--- src/rtl/assert_macros.svh ---
// ----------------------------------------------------------------------------
// Assertion macros
// Concurrent assertion forms used by the draw list block.
// ----------------------------------------------------------------------------
`ifndef ASSERT_MACROS_SVH
`define ASSERT_MACROS_SVH

// same-cycle implication
`define ASSERT_IMPL(label, clk, rst_n, ante, cons, msg) \
    label: assert property (@(posedge clk) disable iff (!rst_n) (ante) |-> (cons)) \
        else $error(msg);

// next-cycle implication
`define ASSERT_NEXT(label, clk, rst_n, ante, cons, msg) \
    label: assert property (@(posedge clk) disable iff (!rst_n) (ante) |=> (cons)) \
        else $error(msg);

`endif

--- src/rtl/ldl_pkg.sv ---
// ----------------------------------------------------------------------------
// ldl_pkg
// Constants, types and helpers of the layered draw list.
// ----------------------------------------------------------------------------
package ldl_pkg;

    localparam int NODE_CAP   = 4862;
    localparam int LAYERS     = 16;
    localparam int IDX_W      = $clog2(NODE_CAP + 1);
    localparam int ADDR_W     = $clog2(NODE_CAP);
    localparam int LAY_W      = (LAYERS > 1) ? $clog2(LAYERS) : 1;
    localparam int INFO_W     = 10;
    localparam int PRIM_KINDS = 7;
    localparam int POOL_W     = 13;

    typedef logic [IDX_W-1:0]  t_idx;
    typedef logic [POOL_W-1:0] t_pool;

    localparam t_idx NIL = '1;

    localparam logic [1:0] OP_SUBMIT = 2'd0;
    localparam logic [1:0] OP_FLUSH  = 2'd1;
    localparam logic [1:0] OP_READ   = 2'd2;

    localparam logic [2:0] PRIM_LINE      = 3'd0;
    localparam logic [2:0] PRIM_TRI       = 3'd1;
    localparam logic [2:0] PRIM_QUAD      = 3'd2;
    localparam logic [2:0] PRIM_BLIT_SURF = 3'd3;
    localparam logic [2:0] PRIM_BLIT_BMP  = 3'd4;
    localparam logic [2:0] PRIM_VIEW3D    = 3'd5;
    localparam logic [2:0] PRIM_FULL      = 3'd6;
    localparam logic [2:0] PRIM_BAD       = 3'd7;

    localparam logic [2:0] ST_OK        = 3'd0;
    localparam logic [2:0] ST_BAD_LAYER = 3'd1;
    localparam logic [2:0] ST_LIST_FULL = 3'd2;
    localparam logic [2:0] ST_POOL_FULL = 3'd3;
    localparam logic [2:0] ST_BAD_SRC   = 3'd4;
    localparam logic [2:0] ST_BAD_DST   = 3'd5;

    typedef struct packed {
        logic [2:0]         prim;
        logic signed [7:0]  layer;
        logic signed [15:0] src_x0;
        logic signed [15:0] src_y0;
        logic signed [15:0] src_x1;
        logic signed [15:0] src_y1;
        logic signed [15:0] dst_x0;
        logic signed [15:0] dst_x1;
        logic               scene_valid;
    } t_sub;

    function automatic t_pool pool_cap(input logic [2:0] kind);
        unique case (kind)
            PRIM_LINE:      pool_cap = 13'd4096;
            PRIM_TRI:       pool_cap = 13'd200;
            PRIM_QUAD:      pool_cap = 13'd100;
            PRIM_BLIT_SURF: pool_cap = 13'd220;
            PRIM_BLIT_BMP:  pool_cap = 13'd220;
            PRIM_VIEW3D:    pool_cap = 13'd16;
            default:        pool_cap = '0;
        endcase
    endfunction

    function automatic logic [13:0] idx_out(input t_idx v);
        if (v == NIL) begin
            idx_out = '1;
        end else begin
            idx_out = 14'(v);
        end
    endfunction

endpackage

--- src/rtl/ldl_check.sv ---
// ----------------------------------------------------------------------------
// ldl_check
// Submit validation: layer range, list room, pool cap, rectangles, scene.
// ----------------------------------------------------------------------------
module ldl_check
    import ldl_pkg::*;
(
    input  t_sub       i_sub,
    input  logic       i_list_full,
    input  t_pool      i_pool_used,
    output logic [2:0] o_status
);

    logic bad_layer;

    assign bad_layer = i_sub.layer[7] || ({1'b0, i_sub.layer[6:0]} >= 8'(LAYERS));

    always_comb begin
        o_status = ST_OK;
        if (bad_layer) begin
            o_status = ST_BAD_LAYER;
        end else if (i_list_full) begin
            o_status = ST_LIST_FULL;
        end else if (i_sub.prim == PRIM_BAD) begin
            o_status = ST_POOL_FULL;
        end else if (i_sub.prim != PRIM_FULL) begin
            if (i_pool_used >= pool_cap(i_sub.prim)) begin
                o_status = ST_POOL_FULL;
            end else begin
                case (i_sub.prim) inside
                    PRIM_BLIT_SURF, PRIM_BLIT_BMP: begin
                        if ($signed(i_sub.src_x0) >= $signed(i_sub.src_x1) ||
                            $signed(i_sub.src_y0) >= $signed(i_sub.src_y1)) begin
                            o_status = ST_BAD_SRC;
                        end else if ($signed(i_sub.dst_x0) >= $signed(i_sub.dst_x1)) begin
                            o_status = ST_BAD_DST;
                        end
                    end
                    PRIM_VIEW3D: begin
                        if (!i_sub.scene_valid) begin
                            o_status = ST_BAD_SRC;
                        end
                    end
                    default: ;
                endcase
            end
        end
    end

endmodule

--- config.mk ---
export PLATFORM = sky130hd
export DESIGN_NAME = ldl_check
export DESIGN_NICKNAME = d
export VERILOG_FILES = /design/src/rtl/assert_macros.svh /design/src/rtl/ldl_pkg.sv /design/src/rtl/ldl_check.sv
export SDC_FILE = /design/constraint.sdc
export NUM_CORES = 1
export LEC_CHECK = 0
export BUFFER_PORTS_ARGS = -buffer_cell sky130_fd_sc_hd__buf_2
export CAP_MARGIN = 10
export CORE_UTILIZATION = 38
export DETAILED_ROUTE_END_ITERATION = 16
export GPL_TIMING_DRIVEN = 0
export MAX_ROUTING_LAYER = met4
export PLACE_DENSITY = 0.91
export SLEW_MARGIN = 5
export SYNTH_ARGS = -nofsm -noshare
export SYNTH_HDL_FRONTEND = slang
export SYNTH_SLANG_ARGS = --single-unit
--- constraint.sdc ---
create_clock -name vclk -period 3.3
set_input_delay 0.825 -clock vclk [all_inputs]
set_output_delay 0.825 -clock vclk [all_outputs]
set_load 0.02 [all_outputs]
==> flow_summary.json <==
{
  "critPathMaxFanout": 5,
  "fmax_mhz": 273.9,
  "rsz0062_at_grt": "true",
  "port_buffers": 120,
  "vias": 1989,
  "synth_common_cells": "ha_1 (55), inv_1 (54), a21oi_1 (17)",
  "nFlopsAndLatches": 0,
  "hp-class": "primary input to output pin",
  "final_cells": 393,
  "placed_cells": 391,
  "viasPerCell": 5.061,
  "synth_nets": 398,
  "max-cap-violations": 0,
  "grt-ovfl-total": 0,
  "grt_pass1_wl_microns": 6824,
  "synthTopCellsByArea": "ha_1 (42%), inv_1 (12%), a21oi_1 (5.2%), a21o_1 (4.1%), nand4_1 (3.4%)",
  "path_cells": "clkbuf_16 > or3_1 > ha_1 > or4_1 > nor3_2 > a21oi_1 > a311oi_2 > buf_4",
  "failed_checks": "negative setup slack",
  "synth-simple-area-share_pct": 20.31,
  "grt_pass1_vias": 1833,
  "synth_cell_type_count": 44,
  "fp.dieH_microns": 67.55,
  "ant_nets": 0,
  "wire_per_inst_microns": 11.30,
  "die-area_sq_um": 4563,
  "first_pass_iters": 4,
  "gp_congestion": 0.8392,
  "cp_num_buf_inv": 2,
  "synthesis.area_sq_um": 1633,
  "synth-warning-count": 0,
  "start_kind": "primary input",
  "power.total_mw": 0.2643,
  "cp_slowest_cell": "or4_1",
  "status": "finished with violations",
  "die_w_microns": 67.55,
  "fin_crit_ns": 3.651,
  "syn_inst": 221,
  "yosys-mux-area-fraction_pct": 1.533,
  "max_stage_delay_ns": 0.48,
  "p_per_area_nw_per_um2": 109.5,
  "drc": 0,
  "syn_area_per_cell_sq_um": 7.388,
  "antenna_found_initial": 0,
  "place_hpwl_microns": 4104,
  "synth_most_common_cell": "ha_1",
  "drt_iter0_drc": 24,
  "finalWirelength_microns": 4439,
  "setup_viol": 3,
  "post-place-ws_ns": -0.4319,
  "worstSetupEndpointType": "output pin",
  "hold_viol": 0,
  "maxSlewHeadroom_pct": 66.93,
  "cp_top_family": "simple AND/OR/NAND/NOR gates",
  "synth-compound-area-share_pct": 23.37,
  "synth_top_family_by_area": "adder cells",
  "ctsHoldBuffers": 0,
  "synth_top_cell_by_area": "ha_1",
  "fin_nets": 522,
  "coreArea_sq_um": 4058,
  "leakage_nw": 1.477,
  "worst_pin_slew_ns": 0.4915,
  "fin_tns_setup_ns": -0.9436,
  "required_ns": 2.47,
  "synth-xor-area-share_pct": 0,
  "regArea_sq_um": 0,
  "seq_area_frac_synth_pct": 0,
  "clkbuf_count": 0,
  "grt_max_degree": 9,
  "areaGrowthSynthToFinish_pct": 47.74,
  "rows": 23,
  "slew_violations": 0,
  "cp.arrival_ns": 2.83,
  "antennaDiodeCount": 0,
  "io_pins": 125,
  "drive_gt1_share_pct": 39.94,
  "initial_core_util_pct": 40.24,
  "synth_top_cell_area_share_pct": 42.15,
  "ir_worst_vdd_mv": 0.05291,
  "fin_ws_ns": -0.3507,
  "synth_adder_area_share_pct": 42.15,
  "critPathKind": "primary input to output pin",
  "track_usage_pct": 19.22,
  "period_share_pct": 110.6
}
==> worst paths after layout <==
kind,to,slack [ns],depth (start not counted),from
hold / removal,o_status[1],1.98,3,i_list_full
setup / recovery,o_status[2],-0.35,8,i_sub[106]
==> area by class of cell <==
class	count	area, sq um
well taps	50	62.56
plain buffers	1	25.02
inverters	54	202.7
multi-input cells	166	1479
repair buffers	122	643.1
fillers	361	1645
==> power breakdown <==
part | switching [mW] | internal (mW) | total [mW]
registers | 0 | 0 | 0
logic | 0.123 | 0.141 | 0.264
clock network | 0 | 0 | 0
==> cell families (layout without fill, tap and decap cells) <==
| kind of cell | Yosys count | after routing |
|---|---|---|
| multiplexers | 2 | 2 |
| AND/OR/NAND/NOR | 56 | 56 |
| AO/OA/AOI/OAI | 53 | 53 |
| adder cells (fa/ha/maj) | 55 | 55 |
| buffers and inverters | 55 | 177 |
==> layer usage <==
layer / vias up / global-route usage, % / share of wire, %
li1: 1051 / - / -
met5: - / - / 0
met4: 0 / 2.660 / 0.81
met1: 854 / 19.44 / 39
met2: 80 / 40.35 / 54
met3: 4 / 0.5068 / 6.7
==> layout by cell type (no fill, tap or decap), types with 2 or more instances in the layout <==
cell type	instances
nor2_1	8
nor2b_1	3
nand2_1	8
a21boi_1	2
nor4_1	3
inv_1	54
a211oi_1	3
o211ai_1	3
nor4_2	2
buf_6	2
nand3_1	5
o21ai_0	4
nor3_1	2
buf_4	4
a2111oi_2	2
nand2b_1	2
ha_1	54
nand4_1	9
a21oi_1	17
a21o_1	9
buf_2	115
and4_1	4
==> metrics by stage <==
stage / utilization [%] / hold WS [ns] / area [sq um]
global route: 59.45 / 2.000 / 2412
global placement: 57.23 / 2.024 / 2322
detailed placement: 57.23 / 2.025 / 2322
floorplan: - / 1.822 / 1659
finish: 59.45 / 1.984 / 2412
CTS: 59.30 / 1.981 / 2406
==> repair_timing <==
action,CTS,global route
pin swaps,6,1
endpoints found under the setup margin,3,3
setup buffers,2,0
gates resized for setup,14,1
Power figures use the tool's default switching activity.
