[config.mk]
export PLATFORM = sky130hd
export DESIGN_NAME = ldl_ram
export DESIGN_NICKNAME = d
export VERILOG_FILES = /design/src/rtl/assert_macros.svh /design/src/rtl/ldl_ram.sv
export SDC_FILE = /design/constraint.sdc
export NUM_CORES = 1
export LEC_CHECK = 0
export BUFFER_PORTS_ARGS = -buffer_cell sky130_fd_sc_hd__buf_2
export CORE_MARGIN = 3
export CORE_UTILIZATION = 30
export CTS_BUF_LIST = sky130_fd_sc_hd__clkbuf_2
export CTS_CLUSTER_DIAMETER = 40
export DETAILED_ROUTE_END_ITERATION = 10
export SLEW_MARGIN = 20
export SYNTH_ARGS = -nofsm -noshare
export SYNTH_HDL_FRONTEND = slang
export SYNTH_SLANG_ARGS = --single-unit
[constraint.sdc]
create_clock -name i_clk -period 2.5 [get_ports i_clk]
set_input_delay 0.5 -clock i_clk [delete_from_list [all_inputs] [get_ports i_clk]]
set_output_delay 0.5 -clock i_clk [all_outputs]
set_load 0.01 [all_outputs]
[src/rtl/assert_macros.svh]
// ----------------------------------------------------------------------------
// Assertion macros
// Concurrent assertion forms used by the draw list block.
// ----------------------------------------------------------------------------
`ifndef ASSERT_MACROS_SVH
`define ASSERT_MACROS_SVH

// same-cycle implication
`define ASSERT_IMPL(label, clk, rst_n, ante, cons, msg) \
    label: assert property (@(posedge clk) disable iff (!rst_n) (ante) |-> (cons)) \
        else $error(msg);

// next-cycle implication
`define ASSERT_NEXT(label, clk, rst_n, ante, cons, msg) \
    label: assert property (@(posedge clk) disable iff (!rst_n) (ante) |=> (cons)) \
        else $error(msg);

`endif

[src/rtl/ldl_ram.sv]
// ----------------------------------------------------------------------------
// ldl_ram
// Generic single-write, single-read synchronous RAM with registered read.
// ----------------------------------------------------------------------------
module ldl_ram #(
    parameter int WIDTH = 8,
    parameter int DEPTH = 16
) (
    input  logic                     i_clk,
    input  logic                     i_we,
    input  logic [$clog2(DEPTH)-1:0] i_waddr,
    input  logic [WIDTH-1:0]         i_wdata,
    input  logic [$clog2(DEPTH)-1:0] i_raddr,
    output logic [WIDTH-1:0]         o_rdata
);

    logic [WIDTH-1:0] r_mem [DEPTH];
    logic [WIDTH-1:0] r_rdata;

    always_ff @(posedge i_clk) begin
        if (i_we) begin
            r_mem[i_waddr] <= i_wdata;
        end
        r_rdata <= r_mem[i_raddr];
    end

    assign o_rdata = r_rdata;

endmodule

==> reports/qor.csv, run 1 <==
stage,metric,value,unit
place,place_area,5649,um2
power_and_ir_drop,combPwrFrac,6.0,%
yosys,synth_area_leader_cell,edfxtp_1,
sta,hold_viol_final,0,
place,globalplace.congestion,0.7115,
yosys,ys_warn_count,0,
die,die_w,137.0,um
routing,num_vias,2379,
clocking,clock-sinks,136,
clocking,insertion_delay,660,ps
cells_and_area,design_area,5879,um2
yosys,avgSynthCellArea,22.48,um2
cells_and_area,fillers,1604,
routing,dr.first_iter.drc_count,269,
routing,wirelength,10060,um
power_and_ir_drop,power.switching,865.4,uW
critical_path,r2r_cells,3,
routing,drcViolationCount,0,
sta,setup-violations-final,0,
global_route,antenna_found_initial,0,
die,die_y,137.0,um
die,initial_utilization,30.82,%
yosys,muxShareOfSynthArea,15.02,%
sta,fin_crit_sh,68.06,%
cells_and_area,nets,301,
critical_path,critPathCaptureType,output port,
critical_path,crit_required,2000,ps
power_and_ir_drop,seq_power_share,63.1,%
clocking,cts_resized,0,
clocking,cts_tree,yes,
cells_and_area,multi_input_area,1057,um2
cells_and_area,final-instance-count-excl-fill,516,
global_route,grt_max_degree,24,
critical_path,path_cells,buf_2,
clocking,clk_pin_slew,190,ps
job,max_cap_violations,0,
yosys,synthAdderAreaFrac,0,%
cells_and_area,syn2layout_area_growth,14.22,%
critical_path,crit_cells,1,
critical_path,worst-r2r-setup-slack,1070,ps
routing,viasPerCell,4.610,
global_route,grt_overflow,0,
critical_path,start_kind,flop,
critical_path,worstPathBufferInverterCount,1,
sta,holdWs,202.9,ps
status,status,"complete, no violations",
power_and_ir_drop,switching_share,21.32,%
yosys,netlist_instances,229,
critical_path,max_stage_delay,390,ps
die,ios,26,
die,core,16700,um2
yosys,yosys.area_share.simple,3.184,%
yosys,synthesis.nets,247,
critical_path,crit_arrival,1200,ps
yosys,synth_top_area_share,74.67,%
die,die_area,18770,um2
yosys,synth_cell_types,19,
yosys,synth_compound_area_share,2.333,%
yosys,ys_ff_latch,136,
critical_path,cp_slowest_cell,dfxtp_1,
critical_path,critPathKind,reg -> out,
hold_path,hold_path.class,in -> reg,
routing,avgRoutedWirePerCell,19.49,um
yosys,synth_top_family_by_area,multiplexers,
sta,report.final.slew_viol_count,0,
cells_and_area,register_area,4004,um2
sta,fin_ws,798.6,ps
sta,relSlewSlack,57.32,%
clocking,htreeDepth,4,
sta,finalClockSkew,24.32,ps
global_route,grt_use_total,11.50,%
power_and_ir_drop,powerDensity,690.3,nW/um2
sta,fin_crit,1701,ps
power_and_ir_drop,clkPwrFrac,30.9,%
yosys,synth-xor-area-share,0,%
clocking,postCtsHoldBufs,0,
yosys,yosys-top-cells-area,"edfxtp_1, mux4_2, mux4_1, dfxtp_1, a22oi_1",
cells_and_area,antenna_cells,0,
die,rows,47,
sta,tns,0,ps
sta,rsz0062_at_grt,no,
cells_and_area,drive_gt1_share,31.08,%
place,place_ws,374.3,ps
sta,worst_slew_pin_slew,637.8,ps
clocking,max-clock-path-buffers,2,
place,dp_hpwl,6672,um
global_route,grt_pass1_vias,2538,
yosys,netlist_area,5147,um2
yosys,ys_seq_area_share,77.78,%
clocking,cts_setup_buffers,0,
power_and_ir_drop,irDropWorstVdd,0.2455,mV
routing,detail-route-antenna-nets,0,
global_route,grt_pass1_wl,15300,um
critical_path,worstPathMaxFanout,1,
clocking,clock-root-buffer,clkbuf_2,
power_and_ir_drop,p_int,3.193,mW
routing,dr.pass1.iters,6,
critical_path,crit_family,flip-flops,
place,placed_cells,484,
power_and_ir_drop,leakage,1.965,nW
clocking,cts_buffers,17,
place,port_buffers,25,
hold_path,hold_depth,1,
sta,fmax,0.5878,GHz
[per-layer routing]
metal | global-route usage [%] | up-vias | share of wire (%)
met5 | 0 | - | 0
met4 | 3.659 | 0 | 0.44
met3 | 3.713 | 6 | 5.2
met2 | 17.28 | 57 | 50
met1 | 15.91 | 1229 | 45
li1 | - | 1087 | -
[power by group through the flow]
stage | Clock (mW) | Sequential (mW) | Combinational, mW
4_1_cts | 1.30 | 2.56 | 0.251
2_1_floorplan | 0 | 2.61 | 0.129
3_5_place_dp | 0 | 2.61 | 0.249
6_report | 1.25 | 2.56 | 0.244
3_3_place_gp | 0 | 2.61 | 0.243
5_1_grt | 1.41 | 2.57 | 0.269
[worst paths after layout]
kind,start,end
worst max-delay path,o_rdata[6],o_rdata[6]
worst min-delay path,i_wdata[1],r_mem[2][1]
worst max register to register,r_mem[1][1],o_rdata[1]
worst min register to register,r_mem[14][1],o_rdata[1]
[synth_stat cells (all sizes together)]
cell             n
dfxtp            8
nor3             4
and2             1
clkdlybuf4s25    3
nand2b           2
a22oi           16
and2b            1
nand2            9
or3b             1
mux4            32
nor2            13
nor2b            1
edfxtp         128
nand3            1
nand3b           2
buf              7
[state kept, by name (all words and copies together), names as in the netlist]
name	count
r_mem	128
o_rdata	8
[cell families (layout without fill, tap and decap cells)]
kind of cell           count (synthesis)  after routing
buffers and inverters                 10             77
AND/OR/NAND/NOR                       35             35
flip-flops                           136            136
AO/OA/AOI/OAI                         16             16
multiplexers                          32             32
[cell type report]
type,instances,share of cell area (%)
tap,220,4.682
clock buffer,19,1.617
multi-input combinational,83,17.98
sequential,136,68.10
timing repair buffer,45,5.320
clock inverter,13,2.298
[per-stage QoR]
step | utilization (%) | power [mW]
floorplan | - | 2.744
global route | 35.20 | 4.246
global placement | 33.83 | 2.856
detailed placement | 33.83 | 2.863
CTS | 35.20 | 4.112
finish | 35.20 | 4.058
[cell usage in the layout (no fill, tap or decap), types with 6 or more instances in the layout]
| cell | netlist | routed |
|---|---|---|
| clkinv_2 | 0 | 6 |
| nor2_1 | 13 | 13 |
| mux4_1 | 14 | 14 |
| mux4_2 | 18 | 18 |
| edfxtp_1 | 128 | 128 |
| buf_2 | 3 | 25 |
| clkbuf_2 | 0 | 19 |
| dfxtp_1 | 8 | 8 |
| a22oi_1 | 16 | 16 |
| nand2_1 | 9 | 9 |
| buf_4 | 1 | 17 |
No activity file was read; power rests on OpenSTA's default activity.
==> run 2, diff against run 1 <==
==> constraint.sdc (replaced) <==
create_clock -name i_clk -period 1.8 [get_ports i_clk]
set_input_delay 0.36 -clock i_clk [delete_from_list [all_inputs] [get_ports i_clk]]
set_output_delay 0.36 -clock i_clk [all_outputs]
set_load 0.01 [all_outputs]
==> reports/qor.csv, run 2 (synthesized netlist as in run 1, its figures left out) <==
stage,metric,value,unit
global_route,antenna_found_initial,0,
die,die_w,137.0,um
die,initial_utilization,30.82,%
routing,wl_met2,4633,um
global_route,grt_pass1_vias,2521,
place,dp_hpwl,6536,um
sta,hold_viol_final,0,
clocking,max-clock-path-buffers,2,
cells_and_area,drive_gt1_share,30.94,%
critical_path,worstPathMaxFanout,1,
power_and_ir_drop,powerDensity,965.4,nW/um2
place,globalplace.congestion,0.7295,
critical_path,cp_slowest_cell,dfxtp_1,
job,max_cap_violations,0,
clocking,cts_tree,yes,
routing,viasPerCell,4.645,
global_route,grt_use_total,11.35,%
die,die_area,18770,um2
sta,fin_crit_sh,89.65,%
cells_and_area,fin_util,35.99,%
place,place_area,5677,um2
cells_and_area,register_area,4004,um2
clocking,clk_pin_slew,180,ps
hold_path,hold_path.class,in -> reg,
routing,num_vias,2448,
sta,report.final.slew_viol_count,0,
sta,finalClockSkew,27.48,ps
sta,rsz0062_at_grt,no,
routing,wirelength,9808,um
clocking,cts_resized,0,
critical_path,path_cells,buf_2,
critical_path,max_stage_delay,430,ps
cells_and_area,nets,312,
clocking,htreeDepth,4,
critical_path,crit_family,flip-flops,
clocking,clock-root-buffer,clkbuf_2,
critical_path,crit_required,1440,ps
routing,dr.first_iter.drc_count,269,
critical_path,worstPathBufferInverterCount,1,
clocking,clock-sinks,136,
global_route,grt_pass1_wl,14990,um
sta,relSlewSlack,48.30,%
routing,dr.pass1.iters,4,
cells_and_area,top_register,r_mem,
critical_path,critPathKind,reg -> out,
critical_path,critPathCaptureType,output port,
cells_and_area,largest_register_ff_count,128,
routing,drcViolationCount,0,
cells_and_area,fillers,1579,
die,die_y,137.0,um
die,core,16700,um2
clocking,insertion_delay,670,ps
cells_and_area,syn2layout_area_growth,16.77,%
die,ios,26,
power_and_ir_drop,irDropWorstVdd,0.3869,mV
routing,wl_met3,410,um
global_route,grt_max_degree,33,
status,status,"complete, no violations",
cells_and_area,multi_input_area,1062,um2
sta,fin_crit,1614,ps
sta,worst_slew_pin_slew,773.9,ps
routing,detail-route-antenna-nets,0,
routing,avgRoutedWirePerCell,18.61,um
sta,fmax,0.6197,GHz
sta,tns,0,ps
power_and_ir_drop,leakage,2.023,nW
cells_and_area,design_area,6011,um2
power_and_ir_drop,finalPower,5.803,mW
global_route,grt_overflow,0,
sta,setup-violations-final,0,
critical_path,crit_arrival,1250,ps
routing,top_layer,met4,
cells_and_area,mostFrequentLayoutCells,"edfxtp_1, buf_2, buf_4",
critical_path,start_kind,flop,
cells_and_area,antenna_cells,0,
place,port_buffers,25,
sta,holdWs,247.6,ps
clocking,cts_buffers,17,
die,rows,47,
cells_and_area,layout_commonest_cell,edfxtp_1,
routing,met1_length,4635,um
==> run 2: cell count changes in the layout (fill, tap and decap cells not counted) <==
cell,delta
clkinv_2,-2
clkinv_1,+1
bufinv_16,+1
buf_4,+3
nor3_2,+1
nor3_1,-1
dlygate4sd3_1,+8
==> run 2: timing repair <==
item | CTS | global route
hold buffers | 8 | 0
endpoints found under the hold margin | 74 | 0
setup buffers | 0 | 0
==> run 2: worst paths after layout <==
kind / startpoint / end / slack [ps] / depth (start not counted)
setup / recovery: o_rdata[7] / o_rdata[7] / 190 / 1
hold / removal: i_raddr[2] / o_rdata[3] / 250 / 4
setup reg to reg: r_mem[1][1] / o_rdata[1] / 390 / 3
hold reg to reg: r_mem[11][2] / o_rdata[2] / 680 / 3
==> run 2: through the flow <==
step	setup slack (ps)	std cells
finish	186.4	527
global placement	0.1416	487
floorplan	173.9	229
CTS	90.94	527
detailed placement	-19.11	487
global route	73.31	527
==> run 2: cell type report <==
type | count | area share, %
clock buffer | 19 | 1.582
clock inverter | 13 | 2.644
multi-input combinational | 83 | 17.67
sequential | 136 | 66.61
tap | 220 | 4.580
timing repair buffer | 56 | 6.911
==> run 2: layer usage <==
| metal | track usage, % | vias to the layer above |
|---|---|---|
| met1 | 15.68 | 1270 |
| met2 | 16.78 | 61 |
| met4 | 4.656 | 0 |
| met3 | 3.382 | 12 |
| met5 | 0 | - |
| li1 | - | 1105 |
==> run 2: where the power goes <==
group	switching [mW]	total, mW	leakage (nW)	internal (mW)
logic	0.195	0.354	0.641	0.160
registers	0.0208	3.56	1.22	3.53
clock network	1.00	1.89	0.159	0.893
total	1.22	5.80	2.02	4.59
==> run 3, diff against run 2 <==
--- a/config.mk
+++ b/config.mk
@@ -11,6 +11,7 @@
 export CTS_BUF_LIST = sky130_fd_sc_hd__clkbuf_2
 export CTS_CLUSTER_DIAMETER = 40
 export DETAILED_ROUTE_END_ITERATION = 10
+export RECOVER_POWER = 50
 export SLEW_MARGIN = 20
 export SYNTH_ARGS = -nofsm -noshare
 export SYNTH_HDL_FRONTEND = slang
==> reports/qor.csv, run 3 (synthesized netlist as in run 1, its figures left out) <==
stage,metric,value,unit
status,status,"complete, no violations",
sta,rsz0062_at_grt,no,
job,max_cap_violations,0,
sta,setup-violations-final,0,
cells_and_area,syn2layout_area_growth,15.68,%
place,place_area,5677,um2
routing,avgRoutedWirePerCell,18.61,um
cells_and_area,largest_register_ff_count,128,
critical_path,path_cells,buf_2,
cells_and_area,antenna_cells,0,
routing,dr.first_iter.drc_count,275,
critical_path,crit_arrival,1230,ps
cells_and_area,drive_gt1_share,24.10,%
place,globalplace.congestion,0.7295,
sta,fin_crit,1587,ps
global_route,grt_pass1_wl,14990,um
die,ios,26,
global_route,grt_use_total,11.35,%
critical_path,max_stage_delay,420,ps
routing,wirelength,9805,um
critical_path,crit_family,flip-flops,
critical_path,r2r_cells,3,
sta,fmax,0.6303,GHz
place,place_ws,-19.11,ps
die,die_y,137.0,um
critical_path,start_kind,flop,
clocking,cts_tree,yes,
die,die_area,18770,um2
clocking,cts_buffers,17,
hold_path,hold_depth,4,
cells_and_area,design_area,5954,um2
power_and_ir_drop,finalPower,5.786,mW
die,core,16700,um2
sta,report.final.slew_viol_count,0,
clocking,max-clock-path-buffers,2,
critical_path,critPathCaptureType,output port,
die,initial_utilization,30.82,%
global_route,grt_max_degree,33,
place,port_buffers,25,
clocking,clock-sinks,136,
sta,fin_crit_sh,88.14,%
die,die_w,137.0,um
critical_path,worstPathMaxFanout,1,
clocking,htreeDepth,4,
clocking,cts_resized,0,
sta,hold_viol_final,0,
global_route,grt_pass1_vias,2521,
cells_and_area,layout_commonest_cell,edfxtp_1,
critical_path,cp_slowest_cell,dfxtp_1,
critical_path,worstPathBufferInverterCount,1,
cells_and_area,nets,312,
place,dp_hpwl,6536,um
cells_and_area,final-instance-count-excl-fill,527,
clocking,clk_pin_slew,180,ps
routing,viasPerCell,4.636,
critical_path,critPathKind,reg -> out,
routing,detail-route-antenna-nets,0,
clocking,clock-root-buffer,clkbuf_2,
power_and_ir_drop,irDropWorstVdd,0.3863,mV
sta,relSlewSlack,46.82,%
global_route,grt_overflow,0,
sta,worst_slew_pin_slew,796.1,ps
global_route,antenna_found_initial,0,
routing,dr.pass1.iters,4,
place,placed_cells,487,
hold_path,hold_path.class,in -> reg,
cells_and_area,mostFrequentLayoutCells,"edfxtp_1, clkbuf_1, clkbuf_2",
die,rows,47,
sta,finalClockSkew,22.40,ps
clocking,insertion_delay,650,ps
cells_and_area,top_register,r_mem,
routing,num_vias,2443,
routing,drcViolationCount,0,
power_and_ir_drop,powerDensity,971.6,nW/um2
critical_path,crit_required,1440,ps
critical_path,crit_cells,1,
power_and_ir_drop,leakage,1.948,nW
sta,fin_ws,213.4,ps
clocking,cts_setup_buffers,0,
[run 3: changes by cell type in the layout (fill, tap and decap cells not counted), sizes merged]
cell    previous run  this run
buf               48        27
clkbuf            19        40
[run 3: routing by layer]
layer	vias up	global-route usage [%]	routed length [um]
li1	1106	-	-
met1	1254	15.68	4501
met2	77	16.78	4622
met3	6	3.382	611
met4	0	4.656	70
met5	-	0	0
[run 3: timing repair]
item,4_1_cts,5_1_grt
hold buffers,8,0
setup endpoints to repair,0,0
endpoints found under the hold margin,74,0
[run 3: power by group]
group          total (mW)  internal, mW  switching (mW)
Combinational       0.348         0.153           0.195
Sequential           3.56          3.54          0.0203
Clock                1.88         0.893           0.989
[run 3: path summary, 6_finish.rpt]
| path | slack (ps) | endpoint | start |
|---|---|---|---|
| max reg2reg | 410 | o_rdata[1] | r_mem[1][1] |
| min | 270 | o_rdata[3] | i_raddr[2] |
| min reg2reg | 680 | o_rdata[2] | r_mem[11][2] |
| max | 210 | o_rdata[7] | o_rdata[7] |
[run 3: metrics by stage]
stage	util, %	hold WS [ps]	setup TNS (ps)
floorplan	-	458.9	0
global placement	33.99	656.4	0
detailed placement	33.99	659.7	-21.89
CTS	35.99	170.2	0
global route	35.65	172.3	0
finish	35.65	272.8	0
[run 3: final cells by class]
cell class | count | area [um2]
clock inverters | 13 | 158.9
well taps | 220 | 275.3
flip-flops and latches | 136 | 4004
multi-input cells | 83 | 1062
fillers | 1596 | 10750
clock buffers | 19 | 95.09
repair buffers | 56 | 359.1
